`config.mk`:
```
export PLATFORM = sky130hd
export DESIGN_NAME = hex_record_flash_loader
export DESIGN_NICKNAME = d
export VERILOG_FILES = /design/src/hdl/hrfl_pkg.sv /design/src/hdl/hrfl_ram.sv /design/src/hdl/hrfl_datapath.sv /design/src/hdl/hrfl_ctrl.sv /design/src/hdl/hex_record_flash_loader.sv
export SDC_FILE = /design/constraint.sdc
export NUM_CORES = 1
export LEC_CHECK = 0
export BUFFER_PORTS_ARGS = -buffer_cell sky130_fd_sc_hd__buf_4
export CAP_MARGIN = 30
export CORE_UTILIZATION = 44
export CTS_CLUSTER_DIAMETER = 60
export DETAILED_ROUTE_END_ITERATION = 10
export PLACE_DENSITY = 0.6
export SETUP_SLACK_MARGIN = 0.3
export SYNTH_ARGS = -nofsm -noshare
export SYNTH_HDL_FRONTEND = slang
export SYNTH_HIERARCHICAL = 1
export SYNTH_SLANG_ARGS = --single-unit
export TNS_END_PERCENT = 10
```
`constraint.sdc`:
```
create_clock -name clk -period 4.13 [get_ports clk]
set_input_delay 0.413 -clock clk [delete_from_list [all_inputs] [get_ports clk]]
set_output_delay 0.413 -clock clk [all_outputs]
set_load 0.01 [all_outputs]
```
`src/hdl/hrfl_pkg.sv`:
```
// ----------------------------------------------------------------------------
// hrfl_pkg
// shared constants, codes and control structs of the hex record flash loader
// ----------------------------------------------------------------------------
package hrfl_pkg;

    localparam int MAX_DATA_BYTES = 32;
    localparam int HDR_BYTES      = 4;
    localparam int DATA_WORDS     = (MAX_DATA_BYTES + 1) / 2;
    localparam int WORD_IDX_W     = (DATA_WORDS > 1) ? $clog2(DATA_WORDS) : 1;
    localparam int POS_MAX        = MAX_DATA_BYTES + HDR_BYTES;
    localparam int POS_W          = $clog2(POS_MAX + 1);
    localparam int CNT_W          = (POS_W > 8) ? POS_W : 8;
    localparam int NW_W           = $clog2(DATA_WORDS + 1);

    // input selector
    localparam logic [1:0] MODE_BYTE   = 2'd0;
    localparam logic [1:0] MODE_FAIL   = 2'd1;
    localparam logic [1:0] MODE_MANUAL = 2'd2;
    localparam logic [1:0] MODE_RSVD   = 2'd3;

    // result kind
    localparam logic [1:0] KIND_ERASE   = 2'd0;
    localparam logic [1:0] KIND_PROGRAM = 2'd1;
    localparam logic [1:0] KIND_STATUS  = 2'd2;

    // record status
    localparam logic [1:0] STAT_OK       = 2'd0;
    localparam logic [1:0] STAT_CHECKSUM = 2'd1;
    localparam logic [1:0] STAT_TYPE     = 2'd2;
    localparam logic [1:0] STAT_LONG     = 2'd3;

    // record types
    localparam logic [7:0] REC_DATA    = 8'h00;
    localparam logic [7:0] REC_EOF     = 8'h01;
    localparam logic [7:0] REC_EXT_LIN = 8'h04;

    // flash window and sectors
    localparam logic [31:0] FLASH_LO     = 32'h0030_0000;
    localparam logic [31:0] FLASH_HI     = 32'h0033_7FFF;
    localparam int          SECTOR_SHIFT = 15;
    localparam logic [7:0]  SECTOR_TOP   = 8'h80;
    localparam logic [7:0]  MANUAL_KEEP  = 8'hFE;

    typedef struct packed {
        logic add_byte;
        logic store_byte;
        logic fail_clear;
        logic eval;
        logic emit_erase;
        logic emit_word;
        logic emit_status;
        logic emit_manual;
    } dp_cmd_t;

    typedef struct packed {
        logic            out_free;
        logic            need_erase;
        logic [NW_W-1:0] word_count;
        logic            last_word;
    } dp_sts_t;

endpackage

```
`src/hdl/hrfl_ram.sv`:
```
// ----------------------------------------------------------------------------
// hrfl_ram
// simple dual-port ram, one write port, one registered read port
// ----------------------------------------------------------------------------
module hrfl_ram #(
    parameter int WIDTH = 8,
    parameter int DEPTH = 16,
    localparam int AW   = (DEPTH > 1) ? $clog2(DEPTH) : 1
) (
    input  logic             clk,
    input  logic             we,
    input  logic [AW-1:0]    waddr,
    input  logic [WIDTH-1:0] wdata,
    input  logic [AW-1:0]    raddr,
    output logic [WIDTH-1:0] rdata
);

    logic [WIDTH-1:0] mem [DEPTH];

    always_ff @(posedge clk)
    begin
        if (we)
        begin
            mem[waddr] <= wdata;
        end
        rdata <= mem[raddr];
    end

endmodule

```
`src/hdl/hrfl_datapath.sv`:
```
// ----------------------------------------------------------------------------
// hrfl_datapath
// record buffer, checksum, header, sector tracking and result register
// ----------------------------------------------------------------------------
module hrfl_datapath (
    input  logic              clk,
    input  logic              rst_n,
    input  hrfl_pkg::dp_cmd_t cmd,
    output hrfl_pkg::dp_sts_t sts,
    input  logic [7:0]        in_byte,
    input  logic              cfg_wr_en,
    input  logic [7:0]        cfg_wr_data,
    input  logic              out_ready,
    output logic              out_valid,
    output logic [1:0]        out_kind,
    output logic [31:0]       out_addr,
    output logic [15:0]       out_value,
    output logic [7:0]        out_sectors,
    output logic [1:0]        out_status,
    output logic              out_last
);

    localparam int PW = hrfl_pkg::POS_W;
    localparam int WW = hrfl_pkg::WORD_IDX_W;
    localparam int NW = hrfl_pkg::NW_W;
    localparam int CW = hrfl_pkg::CNT_W;

    logic [PW-1:0] pos_reg, pos_next;
    logic [7:0]    sum_reg, sum_next;
    logic [7:0]    count_reg, count_next;
    logic [15:0]   addr_reg, addr_next;
    logic [7:0]    type_reg, type_next;
    logic          ovf_reg, ovf_next;
    logic [15:0]   upper_reg, upper_next;
    logic [7:0]    erased_reg, erased_next;
    logic [7:0]    mask_reg, mask_next;
    logic [WW-1:0] word_idx_reg, word_idx_next;

    logic          out_valid_reg, out_valid_next;
    logic [1:0]    out_kind_reg, out_kind_next;
    logic [31:0]   out_addr_reg, out_addr_next;
    logic [15:0]   out_value_reg, out_value_next;
    logic [7:0]    out_sectors_reg, out_sectors_next;
    logic [1:0]    out_status_reg, out_status_next;
    logic          out_last_reg, out_last_next;

    logic [PW-1:0] byte_idx;
    logic          idx_fits;
    logic          ram_we_even;
    logic          ram_we_odd;
    logic [7:0]    rdata_even;
    logic [7:0]    rdata_odd;

    logic [PW-1:0] have;
    logic [CW-1:0] have_ext;
    logic [CW-1:0] cnt;
    logic [NW-1:0] nw;
    logic [31:0]   base_addr;
    logic [31:0]   addr_off;
    logic          in_range;
    logic [2:0]    sector_num;
    logic [7:0]    sector_bit;
    logic          sum_ok;
    logic          data_ok;
    logic [1:0]    rec_status;
    logic [7:0]    b0;
    logic [7:0]    b1;
    logic [7:0]    manual_mask;

    // buffer write side
    assign byte_idx    = pos_reg - PW'(hrfl_pkg::HDR_BYTES);
    assign idx_fits    = (pos_reg >= PW'(hrfl_pkg::HDR_BYTES))
                       && (byte_idx < PW'(hrfl_pkg::MAX_DATA_BYTES));
    assign ram_we_even = cmd.store_byte && idx_fits && !byte_idx[0];
    assign ram_we_odd  = cmd.store_byte && idx_fits && byte_idx[0];

    hrfl_ram #(
        .WIDTH (8),
        .DEPTH (hrfl_pkg::DATA_WORDS)
    ) u_ram_even (
        .clk   (clk),
        .we    (ram_we_even),
        .waddr (byte_idx[WW:1]),
        .wdata (in_byte),
        .raddr (word_idx_next),
        .rdata (rdata_even)
    );

    hrfl_ram #(
        .WIDTH (8),
        .DEPTH (hrfl_pkg::DATA_WORDS)
    ) u_ram_odd (
        .clk   (clk),
        .we    (ram_we_odd),
        .waddr (byte_idx[WW:1]),
        .wdata (in_byte),
        .raddr (word_idx_next),
        .rdata (rdata_odd)
    );

    // record evaluation
    assign have       = (pos_reg > PW'(hrfl_pkg::HDR_BYTES)) ? byte_idx : '0;
    assign have_ext   = CW'(have);
    assign cnt        = (CW'(count_reg) > have_ext) ? have_ext : CW'(count_reg);
    assign nw         = NW'(cnt >> 1);
    assign base_addr  = {upper_reg, addr_reg};
    assign addr_off   = base_addr - hrfl_pkg::FLASH_LO;
    assign in_range   = (base_addr >= hrfl_pkg::FLASH_LO) && (base_addr <= hrfl_pkg::FLASH_HI);
    assign sector_num = addr_off[hrfl_pkg::SECTOR_SHIFT+2:hrfl_pkg::SECTOR_SHIFT];
    assign sector_bit = hrfl_pkg::SECTOR_TOP >> sector_num;
    assign sum_ok     = (sum_reg == 8'd0);
    assign data_ok    = !ovf_reg && sum_ok && (type_reg == hrfl_pkg::REC_DATA) && in_range;
    assign b0         = (have >= PW'(1)) ? rdata_even : 8'd0;
    assign b1         = (have >= PW'(2)) ? rdata_odd : 8'd0;
    assign manual_mask = mask_reg & hrfl_pkg::MANUAL_KEEP;

    always_comb
    begin
        if (ovf_reg)
        begin
            rec_status = hrfl_pkg::STAT_LONG;
        end
        else if (!sum_ok)
        begin
            rec_status = hrfl_pkg::STAT_CHECKSUM;
        end
        else if ((type_reg == hrfl_pkg::REC_DATA) || (type_reg == hrfl_pkg::REC_EOF)
                 || (type_reg == hrfl_pkg::REC_EXT_LIN))
        begin
            rec_status = hrfl_pkg::STAT_OK;
        end
        else
        begin
            rec_status = hrfl_pkg::STAT_TYPE;
        end
    end

    assign sts.out_free   = !out_valid_reg || out_ready;
    assign sts.need_erase = data_ok && ((sector_bit & erased_reg) == 8'd0);
    assign sts.word_count = data_ok ? nw : '0;
    assign sts.last_word  = (NW'(word_idx_reg) + NW'(1)) == sts.word_count;

    always_comb
    begin
        pos_next         = pos_reg;
        sum_next         = sum_reg;
        count_next       = count_reg;
        addr_next        = addr_reg;
        type_next        = type_reg;
        ovf_next         = ovf_reg;
        upper_next       = upper_reg;
        erased_next      = erased_reg;
        mask_next        = mask_reg;
        word_idx_next    = word_idx_reg;
        out_valid_next   = out_valid_reg;
        out_kind_next    = out_kind_reg;
        out_addr_next    = out_addr_reg;
        out_value_next   = out_value_reg;
        out_sectors_next = out_sectors_reg;
        out_status_next  = out_status_reg;
        out_last_next    = out_last_reg;

        if (cfg_wr_en)
        begin
            mask_next = cfg_wr_data;
        end

        if (cmd.add_byte)
        begin
            sum_next = sum_reg + in_byte;
        end

        if (cmd.store_byte)
        begin
            if (pos_reg < PW'(hrfl_pkg::HDR_BYTES))
            begin
                case (pos_reg[1:0])
                    2'd0:    count_next = in_byte;
                    2'd1:    addr_next[15:8] = in_byte;
                    2'd2:    addr_next[7:0] = in_byte;
                    default: type_next = in_byte;
                endcase
            end
            else if (!idx_fits)
            begin
                ovf_next = 1'b1;
            end
            if (pos_reg < PW'(hrfl_pkg::POS_MAX))
            begin
                pos_next = pos_reg + PW'(1);
            end
        end

        if (cmd.fail_clear)
        begin
            erased_next = 8'd0;
        end

        if (cmd.eval && !ovf_reg && sum_ok)
        begin
            if (type_reg == hrfl_pkg::REC_EOF)
            begin
                erased_next = 8'd0;
            end
            if (type_reg == hrfl_pkg::REC_EXT_LIN)
            begin
                upper_next = {b0, b1};
            end
        end

        if (out_ready)
        begin
            out_valid_next = 1'b0;
        end

        if (cmd.emit_erase)
        begin
            erased_next      = erased_reg | sector_bit;
            out_valid_next   = 1'b1;
            out_kind_next    = hrfl_pkg::KIND_ERASE;
            out_addr_next    = 32'd0;
            out_value_next   = 16'd0;
            out_sectors_next = sector_bit;
            out_status_next  = hrfl_pkg::STAT_OK;
            out_last_next    = 1'b0;
        end

        if (cmd.emit_word)
        begin
            word_idx_next    = word_idx_reg + WW'(1);
            out_valid_next   = 1'b1;
            out_kind_next    = hrfl_pkg::KIND_PROGRAM;
            out_addr_next    = base_addr + 32'(word_idx_reg);
            out_value_next   = {rdata_even, rdata_odd};
            out_sectors_next = 8'd0;
            out_status_next  = hrfl_pkg::STAT_OK;
            out_last_next    = 1'b0;
        end

        if (cmd.emit_status)
        begin
            pos_next         = '0;
            sum_next         = 8'd0;
            count_next       = 8'd0;
            addr_next        = 16'd0;
            type_next        = 8'd0;
            ovf_next         = 1'b0;
            word_idx_next    = '0;
            out_valid_next   = 1'b1;
            out_kind_next    = hrfl_pkg::KIND_STATUS;
            out_addr_next    = 32'd0;
            out_value_next   = 16'd0;
            out_sectors_next = 8'd0;
            out_status_next  = rec_status;
            out_last_next    = 1'b1;
        end

        if (cmd.emit_manual)
        begin
            erased_next      = erased_reg | manual_mask;
            out_valid_next   = 1'b1;
            out_kind_next    = hrfl_pkg::KIND_ERASE;
            out_addr_next    = 32'd0;
            out_value_next   = 16'd0;
            out_sectors_next = manual_mask;
            out_status_next  = hrfl_pkg::STAT_OK;
            out_last_next    = 1'b1;
        end
    end

    always_ff @(posedge clk or negedge rst_n)
    begin
        if (!rst_n)
        begin
            pos_reg       <= '0;
            sum_reg       <= 8'd0;
            count_reg     <= 8'd0;
            addr_reg      <= 16'd0;
            type_reg      <= 8'd0;
            ovf_reg       <= 1'b0;
            upper_reg     <= 16'd0;
            erased_reg    <= 8'd0;
            mask_reg      <= 8'd0;
            word_idx_reg  <= '0;
            out_valid_reg <= 1'b0;
        end
        else
        begin
            pos_reg       <= pos_next;
            sum_reg       <= sum_next;
            count_reg     <= count_next;
            addr_reg      <= addr_next;
            type_reg      <= type_next;
            ovf_reg       <= ovf_next;
            upper_reg     <= upper_next;
            erased_reg    <= erased_next;
            mask_reg      <= mask_next;
            word_idx_reg  <= word_idx_next;
            out_valid_reg <= out_valid_next;
        end
    end

    always_ff @(posedge clk)
    begin
        out_kind_reg    <= out_kind_next;
        out_addr_reg    <= out_addr_next;
        out_value_reg   <= out_value_next;
        out_sectors_reg <= out_sectors_next;
        out_status_reg  <= out_status_next;
        out_last_reg    <= out_last_next;
    end

    assign out_valid   = out_valid_reg;
    assign out_kind    = out_kind_reg;
    assign out_addr    = out_addr_reg;
    assign out_value   = out_value_reg;
    assign out_sectors = out_sectors_reg;
    assign out_status  = out_status_reg;
    assign out_last    = out_last_reg;

endmodule

```
`src/hdl/hrfl_ctrl.sv`:
```
// ----------------------------------------------------------------------------
// hrfl_ctrl
// request decode and result sequencing state machine
// ----------------------------------------------------------------------------
module hrfl_ctrl (
    input  logic              clk,
    input  logic              rst_n,
    input  logic              in_valid,
    input  logic [1:0]        in_mode,
    input  logic              in_last,
    output logic              in_ready,
    input  hrfl_pkg::dp_sts_t sts,
    output hrfl_pkg::dp_cmd_t cmd
);

    typedef enum logic [5:0] {
        ST_IDLE   = 6'b000001,
        ST_EVAL   = 6'b000010,
        ST_ERASE  = 6'b000100,
        ST_WORD   = 6'b001000,
        ST_STATUS = 6'b010000,
        ST_MANUAL = 6'b100000
    } ctl_state_t;

    ctl_state_t state_reg, state_next;
    logic       accept;
    logic       has_words;

    assign in_ready  = (state_reg == ST_IDLE);
    assign accept    = in_valid && in_ready;
    assign has_words = (sts.word_count != '0);

    always_comb
    begin
        state_next = state_reg;
        cmd        = '0;
        case (state_reg)
            ST_IDLE:
            begin
                if (accept)
                begin
                    case (in_mode)
                        hrfl_pkg::MODE_BYTE:
                        begin
                            cmd.add_byte = 1'b1;
                            if (in_last)
                            begin
                                state_next = ST_EVAL;
                            end
                            else
                            begin
                                cmd.store_byte = 1'b1;
                            end
                        end
                        hrfl_pkg::MODE_FAIL:   cmd.fail_clear = 1'b1;
                        hrfl_pkg::MODE_MANUAL: state_next = ST_MANUAL;
                        default:               state_next = ST_IDLE;
                    endcase
                end
            end
            ST_EVAL:
            begin
                cmd.eval = 1'b1;
                if (sts.need_erase)
                begin
                    state_next = ST_ERASE;
                end
                else if (has_words)
                begin
                    state_next = ST_WORD;
                end
                else
                begin
                    state_next = ST_STATUS;
                end
            end
            ST_ERASE:
            begin
                if (sts.out_free)
                begin
                    cmd.emit_erase = 1'b1;
                    state_next     = has_words ? ST_WORD : ST_STATUS;
                end
            end
            ST_WORD:
            begin
                if (sts.out_free)
                begin
                    cmd.emit_word = 1'b1;
                    if (sts.last_word)
                    begin
                        state_next = ST_STATUS;
                    end
                end
            end
            ST_STATUS:
            begin
                if (sts.out_free)
                begin
                    cmd.emit_status = 1'b1;
                    state_next      = ST_IDLE;
                end
            end
            ST_MANUAL:
            begin
                if (sts.out_free)
                begin
                    cmd.emit_manual = 1'b1;
                    state_next      = ST_IDLE;
                end
            end
            default:
            begin
                state_next = ST_IDLE;
            end
        endcase
    end

    always_ff @(posedge clk or negedge rst_n)
    begin
        if (!rst_n)
        begin
            state_reg <= ST_IDLE;
        end
        else
        begin
            state_reg <= state_next;
        end
    end

endmodule

```
`src/hdl/hex_record_flash_loader.sv`:
```
// ----------------------------------------------------------------------------
// hex_record_flash_loader
// binary hex record parser that issues flash erase and program requests
// ----------------------------------------------------------------------------
// Record bytes, failure reports and manual erase requests enter on the slave
// stream, one per cycle while the loader is idle; bytes before the checksum
// byte produce nothing. The checksum byte (tlast) starts evaluation: a
// decision state, then each result in turn through the output register
// (an optional sector erase, one program request per data word, then the
// record status); the input is held off until the record status is loaded,
// and a manual erase holds it off until its erase result is loaded, both
// also through any backpressure. Data bytes live in two small rams (even
// and odd bytes) read one word per cycle during emission while the output
// register is free; no clearing pass follows reset.
module hex_record_flash_loader (
    input  logic        clk,
    input  logic        rst_n,
    input  logic        s_axis_tvalid,
    output logic        s_axis_tready,
    input  logic [7:0]  s_axis_tdata,   // [7:0] record_byte
    input  logic [1:0]  s_axis_tuser,   // [1:0] mode
    input  logic        s_axis_tlast,   // end_of_record
    output logic        m_axis_tvalid,
    input  logic        m_axis_tready,
    output logic [63:0] m_axis_tdata,   // [31:0] word_address, [47:32] word_value,
                                        // [55:48] erase_sectors, [57:56] status
    output logic [1:0]  m_axis_tuser,   // [1:0] kind
    output logic        m_axis_tlast,   // last_result
    input  logic        cfg_wr_en,
    input  logic [7:0]  cfg_wr_data     // manual_erase_mask
);

    hrfl_pkg::dp_cmd_t cmd;
    hrfl_pkg::dp_sts_t sts;

    logic [31:0] out_addr;
    logic [15:0] out_value;
    logic [7:0]  out_sectors;
    logic [1:0]  out_status;

    hrfl_ctrl u_ctrl (
        .clk      (clk),
        .rst_n    (rst_n),
        .in_valid (s_axis_tvalid),
        .in_mode  (s_axis_tuser),
        .in_last  (s_axis_tlast),
        .in_ready (s_axis_tready),
        .sts      (sts),
        .cmd      (cmd)
    );

    hrfl_datapath u_datapath (
        .clk         (clk),
        .rst_n       (rst_n),
        .cmd         (cmd),
        .sts         (sts),
        .in_byte     (s_axis_tdata),
        .cfg_wr_en   (cfg_wr_en),
        .cfg_wr_data (cfg_wr_data),
        .out_ready   (m_axis_tready),
        .out_valid   (m_axis_tvalid),
        .out_kind    (m_axis_tuser),
        .out_addr    (out_addr),
        .out_value   (out_value),
        .out_sectors (out_sectors),
        .out_status  (out_status),
        .out_last    (m_axis_tlast)
    );

    assign m_axis_tdata = {6'd0, out_status, out_sectors, out_value, out_addr};

    // at most one result loaded per cycle
    assert property (@(posedge clk) disable iff (!rst_n)
        $onehot0({cmd.emit_erase, cmd.emit_word, cmd.emit_status, cmd.emit_manual}))
    else $error("more than one result loaded in a cycle");

    // results only go into a free output register
    assert property (@(posedge clk) disable iff (!rst_n)
        (cmd.emit_erase || cmd.emit_word || cmd.emit_status || cmd.emit_manual)
        |-> sts.out_free)
    else $error("result loaded over a pending one");

    // a checksum byte makes the loader busy
    assert property (@(posedge clk) disable iff (!rst_n)
        (s_axis_tvalid && s_axis_tready && (s_axis_tuser == hrfl_pkg::MODE_BYTE)
         && s_axis_tlast) |=> !s_axis_tready)
    else $error("input taken during record evaluation");

    // a program request needs a nonzero word count
    assert property (@(posedge clk) disable iff (!rst_n)
        cmd.emit_word |-> (sts.word_count != '0))
    else $error("program request without data words");

endmodule
```
---- Yosys cells after proc, flatten, opt, wreduce, memory -nomap -nowiden ----
Memory sizes are Yosys's and may differ from the RTL's. A register that Yosys moved wholly into a read port is not among the register bits.
Index checks and enable logic that the tools add are counted.
operators by class
  add/sub/neg operators ................... 7
  $lt $le $gt $ge ......................... 10
  eq/ne operators ......................... 23
  shift-type cells ........................ 1
  mux-type cells .......................... 82
  bitwise gates (word level) .............. 3
  reduce and logical (&&, ||, !) cells .... 47
operators by type and width
  kind                                                                     number
  8-bit 2-to-1 mux                                                         23
  16-bit 2-to-1 mux                                                        5
  6-bit 2-to-1 mux                                                         12
  32-bit 2-to-1 mux                                                        2
  32-bit by 4-bit adder with 32-bit output                                 1
  32-bit by 22-bit >= comparator with 1-bit output, second input constant  1
  32-bit by 22-bit <= comparator with 1-bit output, second input constant  1
  6-bit case mux with 5 select lines                                       1
  8-bit zero test                                                          3
  1-bit 2-to-1 mux                                                         23
  2-bit 2-to-1 mux                                                         9
  6-bit case mux with 3 select lines                                       1
  18-bit by 1-bit subtractor with 18-bit output, second input constant     1
  8-bit bitwise OR                                                         2
  2-bit nonzero test                                                       8
  3-bit AND reduction                                                      5
  2-bit inequality test, second input constant                             7
  1-bit logical AND                                                        12
  6-bit less-than comparator, second input constant                        2
  5-bit 2-to-1 mux                                                         2
  5-bit nonzero test                                                       2
  8-bit adder                                                              1
  8-bit bitwise AND                                                        1
  8-bit by 1-bit == test with 1-bit output, second input constant          1
  other kinds (34)                                                         47
storage, ports and cells
  register bits after elaboration ......... 151
  memory bits (writable) .................. 256
  bits of input ports ..................... 24
  output and inout port bits .............. 69
  memories kept ........................... 2
memory list
  name                       depth  bits a word  rd ports  clocked after Yosys merged registers in  write ports  line            source
  u_datapath.u_ram_even.mem  16     8            1         1                                        1            hrfl_ram.sv:18  logic [WIDTH-1:0] mem [DEPTH];
  u_datapath.u_ram_odd.mem   16     8            1         1                                        1            hrfl_ram.sv:18

---- Longest topological paths before layout ----
  depth in word-level cells ............... 9
  mapped depth ............................ 20

---- Hierarchy ----
Netlist, hierarchy kept.
by module, submodules not included
  module                   times used  cells each  area an instance (µm²)
  hrfl_ram                 2           229         5147.4
  hrfl_datapath            1           758         7046.8
  hrfl_ctrl                1           62          525.5
  hex_record_flash_loader  1           7           48.8

---- Worst setup path after synthesis ----
Ideal clock, no wire load.
  path kind ............................... reg-to-reg
  from .................................... reg u_datapath.pos_reg[2]
  to ...................................... reg u_ctrl.state_reg[0]
  library setup time ...................... 0.082 ns
  arrival ................................. 4.048 ns
  data required time ...................... 4.048 ns
  slack ................................... 0.000 ns
  stages on the path, launching flop included .. 19
  path through ............................ dfrtp_1 > inv_1 > ha_1 > xor2_1 > and2_1 > inv_1 > ha_1 > and4bb_1 > o211ai_1 > a21boi_2 > mux2i_1 > xor2_1 > nand3b_1 > a21oi_1 > o2111a_1 > nand2_1 > nand4_1 > and4_1 > mux2_2
RTL lines
  element                 line                  source
  start, declared         hrfl_datapath.sv:28   logic [PW-1:0] pos_reg, pos_next;
  start signal, assigned  hrfl_datapath.sv:289  pos_reg <= pos_next;
  end signal, assigned    hrfl_ctrl.sv:127      state_reg <= state_next;
  end, declared           hrfl_ctrl.sv:25       ctl_state_t state_reg, state_next;

==> metrics.yaml <==
status: "completed"
max_stage_delay_ns: 0.46
setup_viol: 0
seq_area_um2: 11500
synth_area_um2: 17900
post-route-period-util_pct: 92.8
grt_pass1_wl_um: 63900
max_freq_ghz: 0.261
dieArea_um2: 41500
multi_input_comb_area_um2: 6090
synth_edf_count: 263
hold_viol: 0
finalPower_mw: 12.5
place_ws_ns: 0.109
cp_data_arrival_time_ns: 4.32
crit_path_end_kind: "flop"
htreeDepth: 2
path_buf_inv: 4
hpwl_um: 26400
vias_per_cell: 5.53
crit_path_start_kind: "flop"
cts_tree: "built"
drt_first_iter_violations: 768
wl_per_cell_um: 20.8
syn2layout_area_growth_pct: 17.3
antenna_found_initial: 0
core_area_um2: 39900
nFillCells: 3331
synth_adder_area_share_pct: 1.97
clk_pin_slew_worst_paths_ns: 0.06
row_count: 73
synthArstFlopShare_pct: 21.1
setup_slack_ns: 0.299
crit_chain: "inv_4 -> ha_4 -> buf_12 -> xor2_4 -> and2_4 -> inv_2 -> ha_1 -> and4bb_2 -> or2b_1 -> a221o_1 -> o2111ai_4 -> inv_4 -> xnor2_2 -> mux2i_1 -> mux2i_1 -> o2111a_1 -> nand2_1 -> nand4_1 -> and4_4 -> mux2_4"
muxShareOfSynthArea_pct: 10.1
fp.dieW_um: 204
power.leakage_nw: 7.70
hold_class: "in -> reg"
fin_nets: 1476
p_per_area_nw_per_um2: 594
drive_above_1_share_pct: 21.6
syn_inst: 1285
grt_pass1_vias: 10700
skew_ns: 0.0107
die_y_um: 204
cts_root_buffer: "clkbuf_16"
critical-path-top-delay-family: "simple AND/OR/NAND/NOR gates"
crit_type: "reg -> reg"
vdd_drop_max_uv: 311
tns_ns: 0
firstDrtPassIters: 5
synthSimpleGateAreaFrac_pct: 10.6
synth_top_family_by_area: "simple AND/OR/NAND/NOR gates"
io_pins: 93
max-cap-violations: 0
worstPathRequired_ns: 4.62
clock_sinks: 422
synth_seq_cells: 422
yosysSeqAreaShare_pct: 64.3
drc: 0
synth.distinct_cells: 79
grt_start_max_net_pins: 66
rsz0062_at_grt: "true"
maxSlewHeadroom_pct: 34.9
track_usage_pct: 20.5
overflow: 0
routed_wl_um: 41300
synth_warnings: 6
port_buffers: 85
clockBufferDepth: 3
ant_nets: 0
slew_viol_final: 0
period_minus_slack_ns: 3.83
routabilityCongestion: 0.829
synth_ff_type: "edfxtp_1"
initial_utilization_pct: 44.9
cts_made_buffers: 44
synth_compound_area_share_pct: 7.74
clock_latency_ns: 0.57
synth_area_per_cell_um2: 13.9
diodes: 0
tightest_slew_ns: 0.977
via_count: 11000
cp_max_fo: 4
synth-xor-area-share_pct: 2.44
cp_slowest_cell: "dfrtp_2"
-- worst register-to-register path, delay by kind of cell, from the launching register on --
kind,cells,cell delay [ns]
muxes,3,0.55
AOI/OAI and AO/OA,3,0.62
adders and majority gates,2,0.42
buffers and inverters,4,0.28
DFF,1,0.46
xor gates and xnor gates,2,0.30
and+or+nand+nor,6,1.12
-- timing repair --
item	4_1_cts	5_1_grt
endpoints found under the hold margin	46	0
setup buffers	9	3
gates resized for setup	17	5
gates cloned	0	0
endpoints found under the setup margin	4	5
pin swaps	7	4
hold buffers	1	0
-- routing by layer --
metal  up-vias  GRT usage (%)  part of all wire [%]
met5         -              0                     0
met4         0           5.45                   2.1
met3        57           3.29                   4.7
met2       286           33.1                    48
met1      5504           28.9                    46
li1       5132              -                     -
-- cell families (layout without fill, tap and decap cells) --
group | count (synthesis) | count (layout)
xor+xnor | 50 | 50
other cells | 1 | 6
mux | 90 | 90
flops | 422 | 422
compound gates | 211 | 211
fa+ha+maj | 27 | 27
buf+inv | 93 | 263
simple gates | 391 | 391
-- placed cells by master, fill, tap and decap left out, types with 7 or more instances in the layout --
master / instances
a21o_1: 8
a21oi_1: 48
a22o_1: 29
a22oi_1: 32
and2_1: 7
and3_1: 7
buf_4: 151
clkbuf_1: 12
clkbuf_16: 46
clkbuf_8: 10
dfrtp_1: 86
dfxtp_1: 70
edfxtp_1: 263
ha_1: 22
inv_1: 18
mux2_2: 8
mux2i_1: 16
mux4_1: 28
mux4_2: 36
nand2_1: 140
nand2b_1: 7
nand3_1: 48
nand3b_1: 8
nand4_1: 9
nor2_1: 89
nor2b_1: 12
nor3_1: 13
o21ai_0: 31
o21ai_1: 24
o31ai_1: 8
xnor2_1: 26
xor2_1: 22
-- synthesized netlist by cell type, types with 8 or more instances --
library cell,number,share of area (%)
a21o_1,8,0.34
a21oi_1,50,1.4
a22o_1,29,1.4
a22oi_1,32,1.3
and2_1,8,0.28
buf_4,10,0.42
clkbuf_1,36,0.75
dfrtp_1,88,12
dfxtp_1,70,7.8
edfxtp_1,263,44
ha_1,25,1.7
inv_1,23,0.48
mux2_2,9,0.57
mux2i_1,17,0.95
mux4_1,28,4.1
mux4_2,36,4.5
nand2_1,141,3.0
nand3_1,48,1.3
nand3b_1,8,0.34
nand4_1,9,0.31
nor2_1,93,1.9
nor2b_1,12,0.42
nor3_1,16,0.45
o21ai_0,31,0.87
o21ai_1,24,0.67
o31ai_1,8,0.34
xnor2_1,27,1.3
xor2_1,23,1.1
-- metrics by stage --
stage                     cell area, µm²  util [%]  cells  hold WS [ns]
after detailed placement           19400      48.6   1891         0.440
after floorplan                    18000         -   1290         0.117
after CTS                          21000      52.6   1982        0.0501
after global placement             19400      48.6   1891         0.437
final                              21000      52.7   1985        0.0819
after global routing               21000      52.7   1985        0.0617
-- power by group --
group	total, mW	internal, mW	switching, mW
sequential	5.19	4.87	0.325
clock	3.81	2.22	1.58
combinational	3.48	1.64	1.84
-- final timing paths --
kind	from	endpoint	slack, ns	cells past startpoint
min	cfg_wr_data[6]	u_datapath/mask_reg[6]	0.08	2
max reg2reg	u_datapath/pos_reg[2]	u_ctrl/state_reg[0]	0.30	20
max in group asynchronous	rst_n	u_datapath/pos_reg[1]	2.65	3
min reg2reg	u_datapath/out_addr[22]	u_datapath/out_addr[22]	0.44	2
min in group asynchronous	rst_n	u_datapath/erased_reg[3]	0.42	2
max	u_datapath/pos_reg[2]	u_ctrl/state_reg[0]	0.30	20
-- layout make-up --
| type | count | area share [%] |
|---|---|---|
| clock buffer | 68 | 6.35 |
| timing repair buffer | 157 | 5.88 |
| tap | 525 | 3.13 |
| sequential | 422 | 54.9 |
| inverter | 25 | 0.470 |
| clock inverter | 13 | 0.363 |
| multi-input combinational | 775 | 29.0 |
(Power assumes the default switching activity.)
